File: config.mk
export PLATFORM = sky130hd
export DESIGN_NAME = serial_line_editor_led_command
export DESIGN_NICKNAME = d
export VERILOG_FILES = /design/src/rtl/sled_pkg.sv /design/src/rtl/sled_front.sv /design/src/rtl/sled_queue.sv /design/src/rtl/sled_back.sv /design/src/rtl/serial_line_editor_led_command.sv
export SDC_FILE = /design/constraint.sdc
export NUM_CORES = 1
export LEC_CHECK = 0
export BUFFER_PORTS_ARGS = -buffer_cell sky130_fd_sc_hd__buf_2
export CAP_MARGIN = 20
export CORE_UTILIZATION = 60
export CTS_CLUSTER_SIZE = 30
export DETAILED_ROUTE_END_ITERATION = 8
export PLACE_DENSITY = 0.83
export SYNTH_ARGS = -nofsm -noshare
export SYNTH_HDL_FRONTEND = slang
export SYNTH_HIERARCHICAL = 1
export SYNTH_SLANG_ARGS = --single-unit
File: constraint.sdc
create_clock -name i_clk -period 10.35 [get_ports i_clk]
set_clock_uncertainty 0.1 [all_clocks]
set_input_delay 1.5525 -clock i_clk [delete_from_list [all_inputs] [get_ports i_clk]]
set_output_delay 1.5525 -clock i_clk [all_outputs]
set_load 0.02 [all_outputs]
File: src/rtl/sled_pkg.sv
// ----------------------------------------------------------------------------
// sled_pkg
// Shared types and constants for the serial line editor with LED commands.
// ----------------------------------------------------------------------------
package sled_pkg;

    localparam int LINE_CAPACITY = 64;
    localparam int LEN_W         = $clog2(LINE_CAPACITY);
    localparam int SHADOW_LEN    = 7;   // longest command word (LED_OFF)

    localparam int QDEPTH = 4;
    localparam int QPTR_W = $clog2(QDEPTH);
    localparam int QCNT_W = $clog2(QDEPTH + 1);

    localparam logic [7:0] CH_BS    = 8'h08;
    localparam logic [7:0] CH_LF    = 8'h0A;
    localparam logic [7:0] CH_CR    = 8'h0D;
    localparam logic [7:0] CH_SPACE = 8'h20;
    localparam logic [7:0] CH_TILDE = 8'h7E;
    localparam logic [7:0] CH_DEL   = 8'h7F;

    localparam logic [7:0] LEVEL_FULL = 8'hFF;

    localparam logic [55:0] WORD_OFF   = "LED_OFF";
    localparam logic [47:0] WORD_ON    = "LED_ON";
    localparam logic [39:0] WORD_GREEN = "GREEN";
    localparam logic [31:0] WORD_BLUE  = "BLUE";
    localparam logic [23:0] WORD_RED   = "RED";

    // colour bits: 0 red, 1 green, 2 blue
    localparam logic [2:0] COL_ON    = 3'b111;
    localparam logic [2:0] COL_OFF   = 3'b000;
    localparam logic [2:0] COL_RED   = 3'b001;
    localparam logic [2:0] COL_GREEN = 3'b010;
    localparam logic [2:0] COL_BLUE  = 3'b100;

    typedef enum logic [1:0] {
        K_PRINT,
        K_ERASE,
        K_EOL
    } t_kind;

    typedef enum logic [1:0] {
        STAT_NONE,
        STAT_OK,
        STAT_UNKNOWN
    } t_status;

    typedef struct packed {
        t_kind      kind;
        logic [7:0] ch;
        t_status    status;
        logic [2:0] colour;
    } t_op;

endpackage

File: src/rtl/sled_front.sv
// ----------------------------------------------------------------------------
// sled_front
// Accepts received bytes, edits the line, matches commands on end of line and
// queues one echo operation per byte that produces output.
// ----------------------------------------------------------------------------
module sled_front (
    input  logic             i_clk,
    input  logic             i_rst_n,
    input  logic             i_valid,
    output logic             o_stall,
    input  logic             i_cmd,
    input  logic [7:0]       i_rx_byte,
    input  logic             i_q_full,
    output logic             o_push,
    output sled_pkg::t_op    o_op
);

    logic [sled_pkg::LEN_W-1:0] r_len, n_len;
    logic [2:0]                 r_colour, n_colour;
    // Only the head of the line can ever match a command word, so only
    // that many characters are kept.
    logic [7:0]                 r_chars [0:sled_pkg::SHADOW_LEN-1];

    logic accept;
    logic printable;
    logic is_eol;
    logic is_erase;
    logic line_full;
    logic wr_char;
    logic m_on, m_off, m_red, m_green, m_blue;
    logic [2:0] match_colour;
    sled_pkg::t_status match_status;

    assign o_stall   = i_q_full;
    assign accept    = i_valid && !i_q_full;
    assign printable = i_rx_byte inside {[sled_pkg::CH_SPACE:sled_pkg::CH_TILDE]};
    assign is_eol    = (i_rx_byte == sled_pkg::CH_CR) || (i_rx_byte == sled_pkg::CH_LF);
    assign is_erase  = (i_rx_byte == sled_pkg::CH_BS) || (i_rx_byte == sled_pkg::CH_DEL);
    assign line_full = (r_len == sled_pkg::LEN_W'(sled_pkg::LINE_CAPACITY - 1));
    assign wr_char   = accept && !i_cmd && printable && !line_full;

    assign m_on    = (r_len == sled_pkg::LEN_W'(6)) &&
                     ({r_chars[0], r_chars[1], r_chars[2], r_chars[3], r_chars[4],
                       r_chars[5]} == sled_pkg::WORD_ON);
    assign m_off   = (r_len == sled_pkg::LEN_W'(7)) &&
                     ({r_chars[0], r_chars[1], r_chars[2], r_chars[3], r_chars[4],
                       r_chars[5], r_chars[6]} == sled_pkg::WORD_OFF);
    assign m_red   = (r_len == sled_pkg::LEN_W'(3)) &&
                     ({r_chars[0], r_chars[1], r_chars[2]} == sled_pkg::WORD_RED);
    assign m_green = (r_len == sled_pkg::LEN_W'(5)) &&
                     ({r_chars[0], r_chars[1], r_chars[2], r_chars[3],
                       r_chars[4]} == sled_pkg::WORD_GREEN);
    assign m_blue  = (r_len == sled_pkg::LEN_W'(4)) &&
                     ({r_chars[0], r_chars[1], r_chars[2], r_chars[3]} == sled_pkg::WORD_BLUE);

    always_comb begin
        match_colour = r_colour;
        if (m_on) begin
            match_colour = sled_pkg::COL_ON;
        end else if (m_off) begin
            match_colour = sled_pkg::COL_OFF;
        end else if (m_red) begin
            match_colour = sled_pkg::COL_RED;
        end else if (m_green) begin
            match_colour = sled_pkg::COL_GREEN;
        end else if (m_blue) begin
            match_colour = sled_pkg::COL_BLUE;
        end
        if (r_len == '0) begin
            match_status = sled_pkg::STAT_NONE;
        end else if (m_on || m_off || m_red || m_green || m_blue) begin
            match_status = sled_pkg::STAT_OK;
        end else begin
            match_status = sled_pkg::STAT_UNKNOWN;
        end
    end

    always_comb begin
        n_len         = r_len;
        n_colour      = r_colour;
        o_push        = 1'b0;
        o_op.kind     = sled_pkg::K_PRINT;
        o_op.ch       = i_rx_byte;
        o_op.status   = sled_pkg::STAT_NONE;
        if (accept) begin
            if (i_cmd) begin
                n_len = '0;
            end else if (is_eol) begin
                n_len       = '0;
                n_colour    = match_colour;
                o_push      = 1'b1;
                o_op.kind   = sled_pkg::K_EOL;
                o_op.status = match_status;
            end else if (is_erase) begin
                if (r_len != '0) begin
                    n_len     = r_len - 1'b1;
                    o_push    = 1'b1;
                    o_op.kind = sled_pkg::K_ERASE;
                end
            end else if (printable && !line_full) begin
                n_len  = r_len + 1'b1;
                o_push = 1'b1;
            end
        end
        o_op.colour = n_colour;
    end

    always_ff @(posedge i_clk) begin
        if (!i_rst_n) begin
            r_len    <= '0;
            r_colour <= sled_pkg::COL_OFF;
        end else begin
            r_len    <= n_len;
            r_colour <= n_colour;
        end
    end

    always_ff @(posedge i_clk) begin
        for (int i = 0; i < sled_pkg::SHADOW_LEN; i++) begin
            if (wr_char && (r_len == sled_pkg::LEN_W'(i))) begin
                r_chars[i] <= i_rx_byte;
            end
        end
    end

endmodule

File: src/rtl/sled_queue.sv
// ----------------------------------------------------------------------------
// sled_queue
// Short queue of echo operations between the line editor and the echo
// sequencer.
// ----------------------------------------------------------------------------
module sled_queue (
    input  logic             i_clk,
    input  logic             i_rst_n,
    input  logic             i_push,
    input  sled_pkg::t_op    i_op,
    output logic             o_full,
    output logic             o_valid,
    output sled_pkg::t_op    o_op,
    input  logic             i_pop
);

    sled_pkg::t_op               r_mem [0:sled_pkg::QDEPTH-1];
    logic [sled_pkg::QPTR_W-1:0] r_wptr, r_rptr;
    logic [sled_pkg::QCNT_W-1:0] r_count, n_count;

    assign o_full  = (r_count == sled_pkg::QCNT_W'(sled_pkg::QDEPTH));
    assign o_valid = (r_count != '0);
    assign o_op    = r_mem[r_rptr];

    always_comb begin
        n_count = r_count;
        if (i_push && !i_pop) begin
            n_count = r_count + 1'b1;
        end else if (i_pop && !i_push) begin
            n_count = r_count - 1'b1;
        end
    end

    always_ff @(posedge i_clk) begin
        if (!i_rst_n) begin
            r_wptr  <= '0;
            r_rptr  <= '0;
            r_count <= '0;
        end else begin
            if (i_push) begin
                r_wptr <= r_wptr + 1'b1;
            end
            if (i_pop) begin
                r_rptr <= r_rptr + 1'b1;
            end
            r_count <= n_count;
        end
    end

    always_ff @(posedge i_clk) begin
        if (i_push) begin
            r_mem[r_wptr] <= i_op;
        end
    end

endmodule

File: src/rtl/sled_back.sv
// ----------------------------------------------------------------------------
// sled_back
// Echo sequencer: expands each queued operation into one to three echo
// transfers through a registered output stage.
// ----------------------------------------------------------------------------
module sled_back (
    input  logic             i_clk,
    input  logic             i_rst_n,
    input  logic             i_q_valid,
    input  sled_pkg::t_op    i_op,
    output logic             o_pop,
    output logic             o_valid,
    input  logic             i_stall,
    output logic [7:0]       o_tx_byte,
    output logic [2:0]       o_colour,
    output logic             o_led_update,
    output logic [1:0]       o_command_status,
    output logic             o_last
);

    logic [1:0]        r_beat;
    logic              r_valid;
    logic [7:0]        r_tx;
    logic [2:0]        r_colour;
    logic              r_upd;
    sled_pkg::t_status r_status;
    logic              r_last;

    logic              load;
    logic              last_beat;
    logic [7:0]        n_tx;
    logic              n_upd;
    sled_pkg::t_status n_status;

    assign load = i_q_valid && (!r_valid || !i_stall);

    always_comb begin
        last_beat = 1'b1;
        n_tx      = i_op.ch;
        n_upd     = 1'b0;
        n_status  = sled_pkg::STAT_NONE;
        case (i_op.kind)
            sled_pkg::K_PRINT: begin
                last_beat = 1'b1;
                n_tx      = i_op.ch;
            end
            sled_pkg::K_ERASE: begin
                last_beat = (r_beat == 2'd2);
                n_tx      = (r_beat == 2'd1) ? sled_pkg::CH_SPACE : sled_pkg::CH_BS;
            end
            sled_pkg::K_EOL: begin
                last_beat = (r_beat == 2'd1);
                n_tx      = (r_beat == 2'd0) ? sled_pkg::CH_CR : sled_pkg::CH_LF;
                if (r_beat == 2'd1) begin
                    n_status = i_op.status;
                    n_upd    = (i_op.status == sled_pkg::STAT_OK);
                end
            end
            default: begin
                last_beat = 1'b1;
            end
        endcase
    end

    assign o_pop = load && last_beat;

    always_ff @(posedge i_clk) begin
        if (!i_rst_n) begin
            r_beat  <= '0;
            r_valid <= 1'b0;
        end else begin
            if (load) begin
                r_beat <= last_beat ? 2'd0 : r_beat + 2'd1;
            end
            if (load) begin
                r_valid <= 1'b1;
            end else if (!i_stall) begin
                r_valid <= 1'b0;
            end
        end
    end

    always_ff @(posedge i_clk) begin
        if (load) begin
            r_tx     <= n_tx;
            r_colour <= i_op.colour;
            r_upd    <= n_upd;
            r_status <= n_status;
            r_last   <= last_beat;
        end
    end

    assign o_valid          = r_valid;
    assign o_tx_byte        = r_tx;
    assign o_colour         = r_colour;
    assign o_led_update     = r_upd;
    assign o_command_status = r_status;
    assign o_last           = r_last;

    a_update_on_final: assert property (@(posedge i_clk) disable iff (!i_rst_n)
        r_valid && r_upd |-> r_last && (r_status == sled_pkg::STAT_OK))
        else $error("led update outside final ok transfer");

    a_status_only_final: assert property (@(posedge i_clk) disable iff (!i_rst_n)
        r_valid && !r_last |-> (r_status == sled_pkg::STAT_NONE))
        else $error("command status on non-final transfer");

    a_beat_holds_op: assert property (@(posedge i_clk) disable iff (!i_rst_n)
        (r_beat != 2'd0) |-> i_q_valid && (i_op.kind != sled_pkg::K_PRINT))
        else $error("sequencer mid-operation without a queued operation");

endmodule

File: src/rtl/serial_line_editor_led_command.sv
// ----------------------------------------------------------------------------
// serial_line_editor_led_command
// Serial line editor: echoes edits and sets the LED colour on command lines.
// ----------------------------------------------------------------------------
// The first echo transfer of an accepted byte passes through a queue entry
// and then the output register. One echo transfer per cycle while echoes are
// queued and i_stall is low; a byte gives 0 to 3 (printable 1, end of line 2, erase 3).
// A four-entry queue lets bytes be accepted while earlier echoes drain.
// Reset (synchronous, active low) empties the line and queue, sets the line
// colour to off and drops any pending echo; the LED outputs are not reset.
module serial_line_editor_led_command (
    input  logic       i_clk,
    input  logic       i_rst_n,
    input  logic       i_valid,
    output logic       o_stall,
    input  logic       i_cmd,
    input  logic [7:0] i_rx_byte,
    output logic       o_valid,
    input  logic       i_stall,
    output logic [7:0] o_tx_byte,
    output logic [7:0] o_led_red,
    output logic [7:0] o_led_green,
    output logic [7:0] o_led_blue,
    output logic       o_led_update,
    output logic [1:0] o_command_status,
    output logic       o_last
);

    logic          q_full;
    logic          q_push;
    logic          q_valid;
    logic          q_pop;
    sled_pkg::t_op push_op;
    sled_pkg::t_op head_op;
    logic [2:0]    colour;

    sled_front u_front (
        .i_clk     (i_clk),
        .i_rst_n   (i_rst_n),
        .i_valid   (i_valid),
        .o_stall   (o_stall),
        .i_cmd     (i_cmd),
        .i_rx_byte (i_rx_byte),
        .i_q_full  (q_full),
        .o_push    (q_push),
        .o_op      (push_op)
    );

    sled_queue u_queue (
        .i_clk   (i_clk),
        .i_rst_n (i_rst_n),
        .i_push  (q_push),
        .i_op    (push_op),
        .o_full  (q_full),
        .o_valid (q_valid),
        .o_op    (head_op),
        .i_pop   (q_pop)
    );

    sled_back u_back (
        .i_clk            (i_clk),
        .i_rst_n          (i_rst_n),
        .i_q_valid        (q_valid),
        .i_op             (head_op),
        .o_pop            (q_pop),
        .o_valid          (o_valid),
        .i_stall          (i_stall),
        .o_tx_byte        (o_tx_byte),
        .o_colour         (colour),
        .o_led_update     (o_led_update),
        .o_command_status (o_command_status),
        .o_last           (o_last)
    );

    assign o_led_red   = colour[0] ? sled_pkg::LEVEL_FULL : 8'h00;
    assign o_led_green = colour[1] ? sled_pkg::LEVEL_FULL : 8'h00;
    assign o_led_blue  = colour[2] ? sled_pkg::LEVEL_FULL : 8'h00;

endmodule

==> out/qor.yml <==
track_usage_pct: 23.0
routabilityCongestion: 0.860
crit_required_ns: 10.70
placed_area_sq_um: 6690
cap_violations: 0
ant_nets: 0
cts.hold.buffers_added: 0
synth_area_sq_um: 6540
r2r_cells: 11
critical_path.endpoint_type: "flip-flop"
multi_input_area_sq_um: 1850
grt_pass1_vias: 3695
wl_per_cell_um: 19.6
cpMaxStageDelayCell: "or3b_1"
cp-start-kind: "primary input"
stdcell_area_sq_um: 7280
worstPathBufferInverterCount: 2
irDropWorstVdd_uv: 142
syn-mean-instance-area_sq_um: 15.3
period_share_pct: 41.6
synth.area.top_cells: "edfxtp_1 60%, dfxtp_1 6.4%, buf_4 3.4%"
crit_top_cell: "or3_1"
hold_path.class: "flip-flop to flip-flop"
fin_ws_ns: 6.04
r2r_end: "u_queue/r_count[2]"
synth_compound_area_share_pct: 4.97
pin_count: 51
drt-vias-per-instance: 6.09
clk_path_buf_depth: 2
dp_hpwl_um: 7880
rsz0062_at_grt: "no"
cts_tree: "yes"
crit_chain: "buf_2 -> or3_1 -> or3b_1 -> a21oi_2 -> o31a_1 -> ha_1 -> inv_1 -> fa_1 -> xor2_1 -> or3_1 -> a21boi_0"
fp.dieH_um: 106
initial_utilization_pct: 62.5
setup_viol: 0
clk_pin_slew_worst_paths_ns: 0.07
total_power_mw: 1.67
rows: 37
ys.warnings.count: 6
final-max-slew-violation-count: 0
yosys.area.top_type_share_pct: 60.1
yosysSeqAreaShare_pct: 66.6
drt_pass1_iterations: 6
timing.fmax_mhz: 232
r2r_slack_ns: 6.14
drc: 0
numCtsBuffers: 17
seqCellArea_sq_um: 4350
synth_fp_nets: 456
muxShareOfSynthArea_pct: 5.76
clk_latency_ns: 0.53
cts.sinks: 152
cp_max_fo: 13
synth_xor_area_share_pct: 1.07
dieArea_sq_um: 11300
tightestPinTransition_ns: 0.989
synth_cell_types: 65
synthAdderAreaFrac_pct: 3.18
wirelength_um: 12000
nNetsFinal: 490
hold_depth: 2
ys_seq_elements: 152
async_flop_share_pct: 0
slowest_delay_ns: 0.46
holdPathEnd: "u_front/r_colour[2]"
synth_top_family_by_area: "simple AND/OR/NAND/NOR gates"
post-place-ws_ns: 5.52
yosys.area_share.simple_pct: 13.3
coreArea_sq_um: 10500
cts-htree-levels: 4
antenna_found_initial: 0
synth_top_area_cell: "edfxtp_1"
diodes: 0
io_buffers: 50
cts-root-buf: "clkbuf_8"
crit_family: "simple AND/OR/NAND/NOR gates"
hold_start: "u_front/r_colour[2]"
first_iter_violations: 287
status: "finished clean"
area.growth.synth_to_final_pct: 11.4
grt_pass1_wl_um: 19000
grt_max_degree: 21
drive_gt1_share_pct: 23.6
cellPowerDensity_nw_per_um2: 229
post_cts_buffers: 0
synthCells: 427
ctsResizeCount: 0
relSlewSlack_pct: 34.0
fillers: 662
period_minus_slack_ns: 4.31
die_x_um: 106
synth.top_cells.by_count: "131 x edfxtp_1, 30 x buf_4, 22 x nand2_1, 21 x dfxtp_1"
synth_edf_count: 131
synth_most_common_cell: "edfxtp_1"
leakage_nw: 2.53
synth_ff_type: "edfxtp_1"
overflow: 0
finalHoldViolations: 0
crit_arrival_ns: 4.65
critical_path_class: "primary input to flip-flop"
dr_total_vias: 3713
fin_setup_tns_ns: 0
[layout by cell type, fill, tap and decap left out, types with 7 or more instances in the layout]
cell type and instances:
edfxtp_1 131, buf_2 50, nand2_1 22, dfxtp_1 21, inv_1 17, and2_1 17
clkbuf_16 16, ha_1 15, nor2_1 15, mux4_2 10, a21oi_1 9, or3_1 7
nor4_1 7
[state kept, by name, summed over array words and instances, names as in the netlist, 3 cells and up, named ones only]
register and flops:
u_back/o_colour 3, u_back/o_tx_byte 8, u_front/r_chars 56, u_front/r_colour 3
u_front/r_len 6, u_queue/r_count 3, u_queue/r_mem 60
[worst register-to-register path: cells and delay by family (launching register included)]
kind            cells  cell delay (ns)
compound gates      2             0.46
simple gates        2             0.46
mux                 1             0.70
fa+ha+maj           3             1.09
xor+xnor            1             0.17
flops               1             0.97
buf+inv             2             0.17
[cells by family after synthesis]
| family | after synthesis |
|---|---|
| AOI/OAI and AO/OA | 41 |
| adders and majority gates | 16 |
| and+or+nand+nor | 140 |
| DFF | 152 |
| xor gates and xnor gates | 8 |
| buffers and inverters | 53 |
| muxes | 17 |
[through the flow]
step                      cells  utilization (%)  hold slack [ns]
final                       610             69.6            0.379
after global routing        610             69.6            0.403
after CTS                   610             69.6            0.380
after detailed placement    578             64.0            0.370
after global placement      578             64.0            0.351
after floorplan             427                -            0.339
[how the worst max path moves through the flow]
stage | from | to | slack [ns] | depth (start not counted)
floorplan | i_rx_byte[4] | u_queue/r_count[2] | 6.02 | 10
global placement | i_rx_byte[4] | u_queue/r_count[2] | 5.68 | 11
detailed placement | i_rx_byte[4] | u_queue/r_count[2] | 5.52 | 11
CTS | i_rx_byte[4] | u_queue/r_count[2] | 6.06 | 11
global route | flip-flop | u_queue/r_count[2] | 5.79 | 11
finish | i_rx_byte[4] | u_queue/r_count[2] | 6.04 | 11
[report_power, final]
| part | switching [mW] | total, mW | internal, mW |
|---|---|---|---|
| clock | 0.278 | 0.591 | 0.313 |
| combinational | 0.204 | 0.319 | 0.115 |
| sequential | 0.0348 | 0.761 | 0.726 |
[layout make-up]
cell class	count	share of cell area (%)
Sequential cell	152	59.8
Tap cell	136	2.34
Clock inverter	15	2.42
Clock buffer	17	5.69
Multi-Input combinational cell	222	25.4
Inverter	17	0.876
Timing Repair Buffer	51	3.54
[metal layers]
metal	global-route usage (%)	share of wire, %	up-vias
li1	-	-	1689
met4	10.4	3.1	0
met1	26.9	39	1815
met5	0	0	-
met3	5.09	5.2	37
met2	40.3	52	172
Power figures use the tool's default switching activity.
